`config.mk`:
```
export PLATFORM = sky130hd
export DESIGN_NAME = text_view_line_formatter
export DESIGN_NICKNAME = d
export VERILOG_FILES = /design/src/rtl/tvlf_pkg.sv /design/src/rtl/tvlf_front.sv /design/src/rtl/tvlf_queue.sv /design/src/rtl/tvlf_back.sv /design/src/rtl/text_view_line_formatter.sv
export SDC_FILE = /design/constraint.sdc
export NUM_CORES = 1
export LEC_CHECK = 0
export BUFFER_PORTS_ARGS = -buffer_cell sky130_fd_sc_hd__buf_2
export CORE_MARGIN = 2
export CORE_UTILIZATION = 55
export CTS_BUF_LIST = sky130_fd_sc_hd__clkbuf_8
export DETAILED_ROUTE_END_ITERATION = 12
export PLACE_DENSITY = 0.72
export SETUP_SLACK_MARGIN = 0.1
export SLEW_MARGIN = 10
export SYNTH_ARGS = -nofsm -noshare
export SYNTH_HDL_FRONTEND = slang
export SYNTH_SLANG_ARGS = --single-unit
```
`constraint.sdc`:
```
create_clock -name i_clk -period 8.4 [get_ports i_clk]
set_input_delay 1.68 -clock i_clk [delete_from_list [all_inputs] [get_ports i_clk]]
set_output_delay 1.68 -clock i_clk [all_outputs]
set_load 0.1 [all_outputs]
```
`src/rtl/tvlf_pkg.sv`:
```
// ---------------------------------------------------------------------------
// tvlf_pkg: shared types and constants of the text view line formatter
// Item, result, configuration and queue entry types, slot layout of one
// queue entry and the character codes that the formatter emits.
// ---------------------------------------------------------------------------
package tvlf_pkg;

    // number of decimal digits in the line number prefix
    localparam int NUM_DIGITS = 6;
    localparam int BCD_W      = NUM_DIGITS * 4;

    // output slot layout: digits first, then tab, dollar, M, dash, caret, byte
    localparam int SLOT_TAB       = NUM_DIGITS;
    localparam int SLOT_DOLLAR    = NUM_DIGITS + 1;
    localparam int SLOT_META_M    = NUM_DIGITS + 2;
    localparam int SLOT_META_DASH = NUM_DIGITS + 3;
    localparam int SLOT_CARET     = NUM_DIGITS + 4;
    localparam int SLOT_FINAL     = NUM_DIGITS + 5;
    localparam int SLOT_COUNT     = NUM_DIGITS + 6;

    // queue between front and back
    localparam int QUEUE_DEPTH = 4;
    localparam int QPTR_W      = $clog2(QUEUE_DEPTH);
    localparam int QCNT_W      = $clog2(QUEUE_DEPTH + 1);

    // configuration register indexes
    localparam int CFG_IDX_W = 3;
    localparam logic [CFG_IDX_W-1:0] REG_NUMBER_ALL       = 3'd0;
    localparam logic [CFG_IDX_W-1:0] REG_NUMBER_NONBLANK  = 3'd1;
    localparam logic [CFG_IDX_W-1:0] REG_SHOW_ENDS        = 3'd2;
    localparam logic [CFG_IDX_W-1:0] REG_SQUEEZE_BLANK    = 3'd3;
    localparam logic [CFG_IDX_W-1:0] REG_SHOW_TABS        = 3'd4;
    localparam logic [CFG_IDX_W-1:0] REG_SHOW_NONPRINTING = 3'd5;

    // character codes
    localparam logic [7:0] CH_TAB     = 8'd9;
    localparam logic [7:0] CH_NL      = 8'd10;
    localparam logic [7:0] CH_SPACE   = 8'd32;
    localparam logic [7:0] CH_DOLLAR  = 8'd36;
    localparam logic [7:0] CH_DASH    = 8'd45;
    localparam logic [7:0] CH_ZERO    = 8'd48;
    localparam logic [7:0] CH_QMARK   = 8'd63;
    localparam logic [7:0] CH_UPPER_I = 8'd73;
    localparam logic [7:0] CH_UPPER_M = 8'd77;
    localparam logic [7:0] CH_CARET   = 8'd94;
    localparam logic [7:0] CH_DEL     = 8'd127;
    localparam logic [7:0] CTRL_SHIFT = 8'd64;

    typedef struct packed {
        logic [7:0] data_byte;
        logic       file_start;
    } t_in_item;

    typedef struct packed {
        logic [7:0] out_byte;
        logic       last;
    } t_out_item;

    typedef struct packed {
        logic number_all;
        logic number_nonblank;
        logic show_ends;
        logic squeeze_blank;
        logic show_tabs;
        logic show_nonprinting;
    } t_cfg;

    // one classified item: which slots to emit, the number and the final byte
    typedef struct packed {
        logic [SLOT_COUNT-1:0]            slot_mask;
        logic                             numbered;
        logic [NUM_DIGITS-1:0][3:0]       bcd;
        logic [7:0]                       final_byte;
    } t_entry;

endpackage

```
`src/rtl/tvlf_front.sv`:
```
// ---------------------------------------------------------------------------
// tvlf_front: item classification and line state
// Keeps the line state and the decimal line count, decides the prefix,
// dollar and escape bytes of accepted items and queues all but squeezed ones.
// ---------------------------------------------------------------------------
module tvlf_front (
    input  logic              i_clk,
    input  logic              i_rst_n,
    input  tvlf_pkg::t_cfg    i_cfg,
    input  logic              i_push,
    input  tvlf_pkg::t_in_item i_item,
    input  logic              i_full,
    output logic              o_q_push,
    output tvlf_pkg::t_entry  o_entry
);

    logic                                   r_prev_nl;
    logic                                   r_blank_seen;
    logic [tvlf_pkg::NUM_DIGITS-1:0][3:0]   r_count;
    logic                                   n_prev_nl;
    logic                                   n_blank_seen;
    logic [tvlf_pkg::NUM_DIGITS-1:0][3:0]   n_count;

    logic                                   accept;
    logic                                   is_nl;
    logic                                   eff_prev;
    logic                                   eff_blank;
    logic [tvlf_pkg::NUM_DIGITS-1:0][3:0]   eff_count;
    logic [tvlf_pkg::NUM_DIGITS-1:0][3:0]   inc_count;
    logic                                   all_nine;
    logic                                   carry;
    logic                                   drop;
    logic                                   numbered;
    logic                                   spaced;
    logic                                   meta;
    logic                                   caret;
    logic [7:0]                             c;
    logic [7:0]                             v;

    assign accept = i_push && !i_full;
    assign c      = i_item.data_byte;
    assign is_nl  = (c == tvlf_pkg::CH_NL);

    // file start clears the line state ahead of this byte
    assign eff_prev  = i_item.file_start ? 1'b1 : r_prev_nl;
    assign eff_blank = i_item.file_start ? 1'b0 : r_blank_seen;
    assign eff_count = i_item.file_start ? '0 : r_count;

    // second blank line in a row with squeezing on gives no output
    assign drop = i_cfg.squeeze_blank && eff_prev && is_nl && eff_blank;

    assign numbered = eff_prev && ((i_cfg.number_all && !i_cfg.number_nonblank) ||
                                   (i_cfg.number_nonblank && !is_nl));
    assign spaced   = !numbered && eff_prev && i_cfg.number_nonblank && i_cfg.show_ends;

    // saturating decimal increment, one digit at a time
    always_comb begin
        all_nine  = 1'b1;
        carry     = 1'b1;
        inc_count = eff_count;
        for (int k = 0; k < tvlf_pkg::NUM_DIGITS; k++) begin
            if (eff_count[k] != 4'd9) begin
                all_nine = 1'b0;
            end
            if (carry) begin
                if (eff_count[k] == 4'd9) begin
                    inc_count[k] = 4'd0;
                end else begin
                    inc_count[k] = eff_count[k] + 4'd1;
                    carry        = 1'b0;
                end
            end
        end
        if (all_nine) begin
            inc_count = eff_count;
        end
    end

    // escape classification of the byte itself
    always_comb begin
        meta  = 1'b0;
        caret = 1'b0;
        v     = c;
        if (i_cfg.show_tabs && c == tvlf_pkg::CH_TAB) begin
            caret = 1'b1;
            v     = tvlf_pkg::CH_UPPER_I;
        end else if (i_cfg.show_nonprinting) begin
            if (c inside {[8'd128:8'd159]}) begin
                meta  = 1'b1;
                caret = 1'b1;
                v     = c - tvlf_pkg::CTRL_SHIFT;
            end else if (c == tvlf_pkg::CH_DEL) begin
                caret = 1'b1;
                v     = tvlf_pkg::CH_QMARK;
            end else if (c < 8'd32 && c != tvlf_pkg::CH_NL && c != tvlf_pkg::CH_TAB) begin
                caret = 1'b1;
                v     = c + tvlf_pkg::CTRL_SHIFT;
            end
        end
    end

    // queue entry
    always_comb begin
        o_entry = '0;
        for (int s = 0; s <= tvlf_pkg::SLOT_TAB; s++) begin
            o_entry.slot_mask[s] = numbered || spaced;
        end
        o_entry.slot_mask[tvlf_pkg::SLOT_DOLLAR]    = i_cfg.show_ends && is_nl;
        o_entry.slot_mask[tvlf_pkg::SLOT_META_M]    = meta;
        o_entry.slot_mask[tvlf_pkg::SLOT_META_DASH] = meta;
        o_entry.slot_mask[tvlf_pkg::SLOT_CARET]     = caret;
        o_entry.slot_mask[tvlf_pkg::SLOT_FINAL]     = 1'b1;
        o_entry.numbered   = numbered;
        o_entry.bcd        = inc_count;
        o_entry.final_byte = v;
    end

    assign o_q_push = accept && !drop;

    // next line state
    always_comb begin
        n_prev_nl    = r_prev_nl;
        n_blank_seen = r_blank_seen;
        n_count      = r_count;
        if (accept) begin
            n_prev_nl    = eff_prev;
            n_blank_seen = eff_blank;
            n_count      = eff_count;
            if (!drop) begin
                n_prev_nl    = is_nl;
                n_blank_seen = eff_prev && is_nl;
                if (numbered) begin
                    n_count = inc_count;
                end
            end
        end
    end

    always_ff @(posedge i_clk) begin
        if (!i_rst_n) begin
            r_prev_nl    <= 1'b1;
            r_blank_seen <= 1'b0;
            r_count      <= '0;
        end else begin
            r_prev_nl    <= n_prev_nl;
            r_blank_seen <= n_blank_seen;
            r_count      <= n_count;
        end
    end

endmodule

```
`src/rtl/tvlf_queue.sv`:
```
// ---------------------------------------------------------------------------
// tvlf_queue: short entry queue between front and back
// Flip-flop queue of classified items so that the front and the back can
// stall independently.
// ---------------------------------------------------------------------------
module tvlf_queue (
    input  logic             i_clk,
    input  logic             i_rst_n,
    input  logic             i_push,
    input  tvlf_pkg::t_entry i_entry,
    input  logic             i_pop,
    output logic             o_full,
    output logic             o_empty,
    output tvlf_pkg::t_entry o_head
);

    tvlf_pkg::t_entry                r_mem [tvlf_pkg::QUEUE_DEPTH];
    logic [tvlf_pkg::QPTR_W-1:0]     r_wr_ptr;
    logic [tvlf_pkg::QPTR_W-1:0]     r_rd_ptr;
    logic [tvlf_pkg::QCNT_W-1:0]     r_count;

    assign o_full  = (r_count == tvlf_pkg::QCNT_W'(tvlf_pkg::QUEUE_DEPTH));
    assign o_empty = (r_count == '0);
    assign o_head  = r_mem[r_rd_ptr];

    // entry storage
    always_ff @(posedge i_clk) begin
        if (i_push) begin
            r_mem[r_wr_ptr] <= i_entry;
        end
    end

    // pointers and fill count
    always_ff @(posedge i_clk) begin
        if (!i_rst_n) begin
            r_wr_ptr <= '0;
            r_rd_ptr <= '0;
            r_count  <= '0;
        end else begin
            if (i_push) begin
                r_wr_ptr <= r_wr_ptr + 1'b1;
            end
            if (i_pop) begin
                r_rd_ptr <= r_rd_ptr + 1'b1;
            end
            if (i_push && !i_pop) begin
                r_count <= r_count + 1'b1;
            end else if (i_pop && !i_push) begin
                r_count <= r_count - 1'b1;
            end
        end
    end

endmodule

```
`src/rtl/tvlf_back.sv`:
```
// ---------------------------------------------------------------------------
// tvlf_back: byte sequencer
// Walks the enabled slots of the head entry into the output register, one
// byte per cycle while it can load, releasing the entry with its final byte.
// ---------------------------------------------------------------------------
module tvlf_back (
    input  logic                  i_clk,
    input  logic                  i_rst_n,
    input  tvlf_pkg::t_entry      i_head,
    input  logic                  i_q_empty,
    output logic                  o_q_pop,
    input  logic                  i_out_pop,
    output logic                  o_out_valid,
    output tvlf_pkg::t_out_item   o_out_item
);

    logic [tvlf_pkg::SLOT_COUNT-1:0] r_done;
    logic                            r_out_valid;
    tvlf_pkg::t_out_item             r_out;

    logic [tvlf_pkg::SLOT_COUNT-1:0] remaining;
    logic [tvlf_pkg::SLOT_COUNT-1:0] pick;
    logic [tvlf_pkg::SLOT_COUNT-1:0] rest;
    logic [7:0]                      slot_byte [tvlf_pkg::SLOT_COUNT];
    logic [7:0]                      sel_byte;
    logic                            leading_zero;
    logic                            can_load;

    // lowest slot still to go
    assign remaining = i_head.slot_mask & ~r_done;
    assign pick      = remaining & (~remaining + 1'b1);
    assign rest      = remaining & ~pick;
    assign can_load  = !i_q_empty && (!r_out_valid || i_out_pop);
    assign o_q_pop   = can_load && (rest == '0);

    // byte of each slot, leading zeros but the last and unnumbered digits blank
    always_comb begin
        leading_zero = 1'b1;
        for (int s = 0; s < tvlf_pkg::NUM_DIGITS; s++) begin
            if (i_head.bcd[tvlf_pkg::NUM_DIGITS-1-s] != 4'd0) begin
                leading_zero = 1'b0;
            end
            if (!i_head.numbered || (leading_zero && s != tvlf_pkg::NUM_DIGITS - 1)) begin
                slot_byte[s] = tvlf_pkg::CH_SPACE;
            end else begin
                slot_byte[s] = tvlf_pkg::CH_ZERO + {4'd0, i_head.bcd[tvlf_pkg::NUM_DIGITS-1-s]};
            end
        end
        slot_byte[tvlf_pkg::SLOT_TAB]       = tvlf_pkg::CH_TAB;
        slot_byte[tvlf_pkg::SLOT_DOLLAR]    = tvlf_pkg::CH_DOLLAR;
        slot_byte[tvlf_pkg::SLOT_META_M]    = tvlf_pkg::CH_UPPER_M;
        slot_byte[tvlf_pkg::SLOT_META_DASH] = tvlf_pkg::CH_DASH;
        slot_byte[tvlf_pkg::SLOT_CARET]     = tvlf_pkg::CH_CARET;
        slot_byte[tvlf_pkg::SLOT_FINAL]     = i_head.final_byte;
    end

    // one-hot select of the picked slot
    always_comb begin
        sel_byte = '0;
        for (int s = 0; s < tvlf_pkg::SLOT_COUNT; s++) begin
            if (pick[s]) begin
                sel_byte = sel_byte | slot_byte[s];
            end
        end
    end

    // slot progress within the head entry
    always_ff @(posedge i_clk) begin
        if (!i_rst_n) begin
            r_done <= '0;
        end else if (can_load) begin
            r_done <= (rest == '0) ? '0 : (r_done | pick);
        end
    end

    // output register
    always_ff @(posedge i_clk) begin
        if (!i_rst_n) begin
            r_out_valid <= 1'b0;
        end else if (can_load) begin
            r_out_valid <= 1'b1;
        end else if (i_out_pop) begin
            r_out_valid <= 1'b0;
        end
    end

    always_ff @(posedge i_clk) begin
        if (can_load) begin
            r_out.out_byte <= sel_byte;
            r_out.last     <= (rest == '0);
        end
    end

    assign o_out_valid = r_out_valid;
    assign o_out_item  = r_out;

endmodule

```
`src/rtl/text_view_line_formatter.sv`:
```
// ---------------------------------------------------------------------------
// text_view_line_formatter: cat-style text output formatter
// Line numbering, end marks, blank line squeezing and caret notation for a
// byte stream, one text byte in and one formatted byte out per transfer.
// ---------------------------------------------------------------------------
// Each accepted text byte yields from one to eleven output bytes (none for a
// squeezed blank line); the last output byte of a text byte carries last.
// The output side delivers one byte per cycle while the consumer pops; plain
// bytes then stream at one per cycle. Input is taken every cycle while the
// four-entry queue between the classifier and the byte sequencer has room,
// so full rises only when the output side falls behind. An input byte is
// written into the queue, then loaded into the output register. Configuration
// is written through the cfg channel, which is always ready; the user must
// write it only while the block is idle, which the block does not enforce.
module text_view_line_formatter (
    input  logic                     i_clk,
    input  logic                     i_rst_n,
    input  logic                     push,
    output logic                     full,
    input  tvlf_pkg::t_in_item       i_in_item,
    output logic                     empty,
    input  logic                     pop,
    output tvlf_pkg::t_out_item      o_out_item,
    input  logic                     i_cfg_valid,
    output logic                     o_cfg_ready,
    input  logic [tvlf_pkg::CFG_IDX_W-1:0] i_cfg_index,
    input  logic                     i_cfg_data
);

    tvlf_pkg::t_cfg   r_cfg;
    tvlf_pkg::t_entry fq_entry;
    tvlf_pkg::t_entry q_head;
    logic             q_push;
    logic             q_pop;
    logic             q_full;
    logic             q_empty;
    logic             out_valid;

    // configuration registers
    assign o_cfg_ready = 1'b1;

    always_ff @(posedge i_clk) begin
        if (!i_rst_n) begin
            r_cfg <= '0;
        end else if (i_cfg_valid) begin
            case (i_cfg_index)
                tvlf_pkg::REG_NUMBER_ALL:       r_cfg.number_all       <= i_cfg_data;
                tvlf_pkg::REG_NUMBER_NONBLANK:  r_cfg.number_nonblank  <= i_cfg_data;
                tvlf_pkg::REG_SHOW_ENDS:        r_cfg.show_ends        <= i_cfg_data;
                tvlf_pkg::REG_SQUEEZE_BLANK:    r_cfg.squeeze_blank    <= i_cfg_data;
                tvlf_pkg::REG_SHOW_TABS:        r_cfg.show_tabs        <= i_cfg_data;
                tvlf_pkg::REG_SHOW_NONPRINTING: r_cfg.show_nonprinting <= i_cfg_data;
                default: ;
            endcase
        end
    end

    // classifier
    tvlf_front u_front (
        .i_clk    (i_clk),
        .i_rst_n  (i_rst_n),
        .i_cfg    (r_cfg),
        .i_push   (push),
        .i_item   (i_in_item),
        .i_full   (q_full),
        .o_q_push (q_push),
        .o_entry  (fq_entry)
    );

    // entry queue
    tvlf_queue u_queue (
        .i_clk   (i_clk),
        .i_rst_n (i_rst_n),
        .i_push  (q_push),
        .i_entry (fq_entry),
        .i_pop   (q_pop),
        .o_full  (q_full),
        .o_empty (q_empty),
        .o_head  (q_head)
    );

    // byte sequencer
    tvlf_back u_back (
        .i_clk       (i_clk),
        .i_rst_n     (i_rst_n),
        .i_head      (q_head),
        .i_q_empty   (q_empty),
        .o_q_pop     (q_pop),
        .i_out_pop   (pop),
        .o_out_valid (out_valid),
        .o_out_item  (o_out_item)
    );

    assign full  = q_full;
    assign empty = !out_valid;

    // front never writes a full queue
    a_no_overflow: assert property (@(posedge i_clk) disable iff (!i_rst_n)
        q_push |-> !q_full)
        else $error("entry written into a full queue");

    // back never releases an entry that is not there
    a_no_underflow: assert property (@(posedge i_clk) disable iff (!i_rst_n)
        q_pop |-> !q_empty)
        else $error("entry released from an empty queue");

    // releasing an entry leaves its final byte in the output register
    a_release_last: assert property (@(posedge i_clk) disable iff (!i_rst_n)
        q_pop |=> (!empty && o_out_item.last))
        else $error("entry released without its final byte");

endmodule
```
-- Word-level counts from Yosys, hierarchy flattened
Memory sizes are Yosys's and may differ from the RTL's. A register that Yosys moved wholly into a read port is not among the register bits.
Index checks and enable logic that the tools add are counted.
- add/sub/neg operators: 19
- multiply operators: 0
- divide/modulo/power cells: 0
- order comparisons: 3
- eq/ne operators: 23
- shift-type cells: 0
- muxes and demuxes: 79
- bitwise gates (word level): 13
- reduce and logical (&&, ||, !) cells: 55
- operator list (kind ; count):
    $mux 8 ; 18
    $mux 24 ; 4
    $mux 4 ; 12
    $or 8x8->8 ; 6
    $add 6x4->7 const A ; 6
    $and 12x12->12 ; 3
    $mux 1 ; 36
    $not 12->12 ; 3
    $add 4x1->4 const B ; 6
    $eq 4x4->1 const B ; 6
    $ne 4x4->1 const B ; 6
    $logic_and 1x1->1 ; 21
    $reduce_bool 4->1 ; 5
    $eq 8x4->1 const B ; 2
    $ne 8x4->1 const B ; 2
    $mux 7 ; 2
    $add 12x1->12 const B ; 1
    $logic_not 12->1 ; 1
    $mux 12 ; 1
    $mux 6 ; 2
    $or 12x12->12 ; 1
    $reduce_and 2->1 ; 6
    $logic_not 1->1 ; 10
    $eq 3x3->1 const B ; 3
    other kinds (16) ; 29
- flip-flop bits (word level): 61
- bits in latches: 0
- RAM bits: 176
- bits in read-only memories: 0
- output and inout bits: 12
- word-level logic and storage cells: 214
- memories kept: 1
- memory list (name ; words ; bits a word ; rd ports ; clocked after Yosys merged registers in ; wr ports ; line ; source):
    u_queue.r_mem ; 4 ; 44 ; 1 ; 1 ; 1 ; tvlf_queue.sv:17 ; tvlf_pkg::t_entry r_mem [tvlf_pkg::QUEUE_DEPTH];

-- Logic depth before layout (Yosys ltp)
- word-level depth: 23
- depth in mapped cells: 14

-- Cells and area by module
Synthesis repeated with hierarchy kept, for this count alone.
- cells, all modules: 803
- area total of the unflattened synthesis: 11140.7 um^2
- by module, submodules not included (module ; instances ; cells each ; area each (um^2)):
    tvlf_queue ; 1 ; 278 ; 6999.2
    tvlf_front ; 1 ; 316 ; 2269.7
    tvlf_back ; 1 ; 181 ; 1580.3
    text_view_line_formatter ; 1 ; 28 ; 291.5

-- Least setup slack after synthesis
OpenSTA, ideal clock, no wires.
- path type: flip-flop to flip-flop
- from: register u_queue.r_count[0] (netlist bit)
- to: register u_queue.r_count[2] (netlist bit)
- arrival time: 4.332 ns
- slack: 3.997 ns
- cell stages (with the launch flop): 11
- buffers on the path: 1
- period minus slack after synthesis: 4.403 ns
- path through: dfxtp_1 nor3b_1 nand2b_1 clkbuf_1 a21oi_1 ha_1 inv_1 fa_1 xor2_1 or3_1 a21oi_1
- cells in the longest elaborated chain, start to end: 7
- elaborated cells between the ends (all ways): 17
- classes of those cells: add/sub (2); eq/ne (1); mux (2); reduce/logical (12)
- ends and longest elaborated chain (what ; line ; source):
    from (decl) ; tvlf_queue.sv:20 ; logic [tvlf_pkg::QCNT_W-1:0] r_count;
    from (signal assigned) ; tvlf_queue.sv:47 ; r_count <= r_count + 1'b1;
    from (signal assigned) ; tvlf_queue.sv:49 ; r_count <= r_count - 1'b1;
    $eq 3x3->1 * ; tvlf_queue.sv:22 ; assign o_full = (r_count == tvlf_pkg::QCNT_W'(tvlf_pkg::QUEUE_DEPTH));
    via full ; text_view_line_formatter.sv:19 ; output logic full,
    $logic_not 1->1 * ; tvlf_front.sv:40 ; assign accept = i_push && !i_full;
    $logic_and 1x1->1 * ; tvlf_front.sv:40 ;
    $logic_and 1x1->1 * ; tvlf_front.sv:118 ; assign o_q_push = accept && !drop;
    via q_push ; text_view_line_formatter.sv:33 ; logic q_push;
    $logic_not 1->1 ; tvlf_queue.sv:48 ; end else if (i_pop && !i_push) begin
    $logic_and 1x1->1 ; tvlf_queue.sv:48 ;
    $reduce_bool 2->1 (no line) ; n/a ;
Mark *: on every way through the listed nets, which the timed path passes. The rest lies on a longest branch. The select of a mux whose other input is x is not followed.
A chain may end at the register's enable or synchronous reset.

==> impl_metrics.csv <==
group,metric,value,unit
status,run_status,"completed",
timing,fmax,242,MHz
clocking,cts_max_path_bufs,3,
timing,clock_skew,0.0297,ns
floorplan,die-width,136,microns
drt,vias,6257,
synthesis,synth_area_per_cell,12.9,sq um
drt,dr.first_iter.drc_count,546,
power,pwr-share-clk,0.279,
synthesis,synth.cell_area,0.00960,sq mm
clocking,cts_inserted_buffers,34,
synthesis,synth-seq-cells,211,
grt,grtUsageTotal,0.231,
synthesis,synth_cell_type_count,85,
hold_path,hold_start,"u_front.r_blank_seen",
power,power.share.combinational,0.240,
timing,worst-slew-pin-transition,0.977,ns
layout,final_nets,809,
clocking,cts_sinks,211,
timing,final-hold-violation-count,0,
layout,syn2layout_area_growth,9.31,%
hold_path,holdCritPathClass,"reg2reg",
drt,route.antenna.remaining_nets,0,
worst_setup_path,r2r-end,"u_queue.r_count[2]",
floorplan,core_area,0.0172,sq mm
layout,sequential_cell_area,0.00580,sq mm
grt,globalRouteOverflowTotal,0,
layout,antenna-diode-count,0,
worst_setup_path,critical_path.endpoint_type,"flop",
timing,max_slew_margin_vs_limit,0.343,
layout,postLayoutCoreUtil,0.611,
placed_design,placed_area,0.00991,sq mm
drt,drt-wirelength-per-cell,19.6,microns
synthesis,synth_flop_cell,"sky130_fd_sc_hd__edfxtp_1",
flow_run,drv.max_cap_violation_count,0,
worst_setup_path,worst-endpoint-required,8.73,ns
drt,detail_route.first_pass.iterations,5,
power,p_sw,0.901,mW
drt,drt_drc_violations_left,0,
drt,via_per_inst,6.07,
timing,report.final.slew_viol_count,0,
grt,grt_pass1_wl,32.5,mm
floorplan,fp-row-count,48,
clocking,post_cts_resized,0,
hold_path,min_to,"u_front.r_blank_seen",
worst_setup_path,worst-path-max-fanout,31,
clocking,htree_num_levels,2,
power,p_int,1.83,mW
worst_setup_path,start_kind,"input port",
grt,largest_net_degree_at_the_start_of_global_routing,41,
clocking,clockRootBuffer,"sky130_fd_sc_hd__clkbuf_8",
placed_design,place_congestion,0.877,
power,vdd_drop_max,0.261,mV
worst_setup_path,worstPathArrival,4.45,ns
layout,fin_area,0.0105,sq mm
clocking,clock_latency,0.53,ns
floorplan,die_height,136,microns
synthesis,yosysWarningCount,0,
timing,timing.final.crit_share,0.491,
clocking,post_cts.repair.setup_buffers,0,
grt,number_of_global_route_vias_before_repair,6274,
power,share_seq_of_total_power,0.481,
placed_design,place_hpwl,13.4,mm
power,leakagePower,3.55,nW
synthesis,syn-instance-count,742,
layout,multi_input_area,0.00353,sq mm
clocking,holdBufCountCts,0,
synthesis,async_flop_share,0,
timing,setup-tns-final,0,ns
floorplan,pin_count,30,
placed_design,port_buffers,28,
timing,final-setup-viol-count,0,
power,power.density_cell_area,260,mW/mm^2
layout,post_route_cells_drive_above_1_share,0.164,
floorplan,floorplan.die_area,0.0185,sq mm
grt,grt_antenna_before_repair,0,
worst_setup_path,timing.reg2reg.setup_slack,4.73,ns
drt,postRouteWirelength,20.2,mm
layout,final.fill_count,1360,
clocking,tritoncts,"yes",
synthesis,synth_fp_nets,770,
hold_path,worstHoldPathCells,2,
synthesis,sequential_fraction_of_the_synthesis_area,0.603,
floorplan,start_util,0.559,
worst_setup_path,critical_path_class,"in2reg",
worst_setup_path,crit_start,"i_in_item[0]",
clocking,clkTransAtPathRegs,0.06,ns
synthesis,synth_enable_flop_cells,157,
worst_setup_path,worstRegToRegCells,13,
timing,period_needed,4.13,ns
timing,grt_setup_unrepaired,"false",
power,power.switching_fraction,0.330,
## final cells by class
cell class	instances	area share
Clock buffer	35	0.0459
Clock inverter	25	0.0102
Inverter	26	0.00930
Multi-Input combinational cell	471	0.336
Sequential cell	211	0.552
Tap cell	225	0.0268
Timing Repair Buffer	37	0.0198
## power by group through the flow
stage               combinational, mW  clock [mW]  sequential (mW)
floorplan                       0.351           0             1.49
global placement                0.649           0             1.33
detailed placement              0.656           0             1.34
CTS                             0.658       0.782             1.31
global route                    0.706       0.829             1.33
finish                          0.655       0.762             1.32
## synth_stat cells (all sizes together), types with 12 or more instances
master / instances / area (sq um)
nor2b: 13 / 81.3
a21oi: 39 / 203
o21ai: 27 / 135
nand2b: 13 / 81.3
a22oi: 13 / 108
and2: 12 / 75.1
nand3: 17 / 85.1
clkbuf: 17 / 65.1
mux4: 35 / 803
buf: 17 / 120
nand2: 74 / 278
inv: 25 / 93.8
nor2: 58 / 218
xnor2: 13 / 114
nor4: 12 / 103
dfxtp: 54 / 1080
nor3: 13 / 76.3
edfxtp: 157 / 4710
## placed cells by master (no fill, tap or decap), types with 13 or more instances in the layout
| master | count |
|---|---|
| sky130_fd_sc_hd__a21oi_1 | 37 |
| sky130_fd_sc_hd__nand3_1 | 17 |
| sky130_fd_sc_hd__o21ai_0 | 23 |
| sky130_fd_sc_hd__nand2_1 | 74 |
| sky130_fd_sc_hd__clkbuf_8 | 35 |
| sky130_fd_sc_hd__nand2b_1 | 13 |
| sky130_fd_sc_hd__buf_2 | 28 |
| sky130_fd_sc_hd__dfxtp_1 | 53 |
| sky130_fd_sc_hd__edfxtp_1 | 157 |
| sky130_fd_sc_hd__mux4_2 | 31 |
| sky130_fd_sc_hd__nor2_1 | 58 |
| sky130_fd_sc_hd__inv_1 | 42 |
| sky130_fd_sc_hd__nor2b_1 | 13 |
| sky130_fd_sc_hd__xnor2_1 | 13 |
## worst max-delay path by stage
stage / endpoint / cells past startpoint
6_report: u_queue.r_mem[0][21] / 7
5_1_grt: u_queue.r_mem[0][21] / 7
4_1_cts: u_queue.r_mem[0][21] / 7
3_5_place_dp: u_queue.r_mem[3][21] / 7
3_3_place_gp: u_queue.r_mem[0][21] / 7
2_1_floorplan: u_queue.r_count[2] / 10
## routing by layer
layer / up-vias / global-route usage / wire length, microns
met4: 0 / 0.0839 / 418
met2: 212 / 0.369 / 9640
met3: 36 / 0.0436 / 1260
met1: 3105 / 0.319 / 8830
li1: 2904 / - / -
met5: - / 0 / 0
## sequential cells by signal, indices dropped and copies added, names as in the netlist, named ones only
register	cells
u_back.o_out_item	9
u_front.r_count	24
r_cfg	6
u_queue.r_rd_ptr	2
u_queue.r_mem	148
u_back.r_done	12
u_queue.r_count	3
u_queue.r_wr_ptr	2
u_back.o_out_valid	1
u_front.r_prev_nl	1
u_front.r_blank_seen	1
## cell families (layout without fill, tap and decap cells)
group / count (synthesis) / in the layout / synth area share
other: 1 / 1 / 0.000390
muxes: 49 / 49 / 0.0989
AOI/OAI and AO/OA: 136 / 136 / 0.0956
DFF: 211 / 211 / 0.603
adders and majority gates: 10 / 10 / 0.0138
buffers and inverters: 60 / 123 / 0.0294
and+or+nand+nor: 254 / 254 / 0.139
xor gates and xnor gates: 21 / 21 / 0.0192
## critical path, cell delays in order
cell and delay [ns]:
sky130_fd_sc_hd__buf_2 0.30, sky130_fd_sc_hd__nor3b_1 0.39, sky130_fd_sc_hd__nand4_1 0.33, sky130_fd_sc_hd__a211oi_2 0.85, sky130_fd_sc_hd__nand2_1 0.25, sky130_fd_sc_hd__or3_1 0.36, sky130_fd_sc_hd__a21oi_1 0.28
## stage by stage
step / hold WS, ns / std cells / setup slack [ns] / power, mW
3_5_place_dp: 0.460 / 970 / 3.78 / 1.99
6_report: 0.469 / 1030 / 4.27 / 2.73
3_3_place_gp: 0.437 / 970 / 3.99 / 1.97
4_1_cts: 0.470 / 1030 / 4.34 / 2.76
5_1_grt: 0.485 / 1030 / 3.95 / 2.86
2_1_floorplan: 0.428 / 742 / 4.00 / 1.84
No activity file was read; power rests on OpenSTA's default activity.
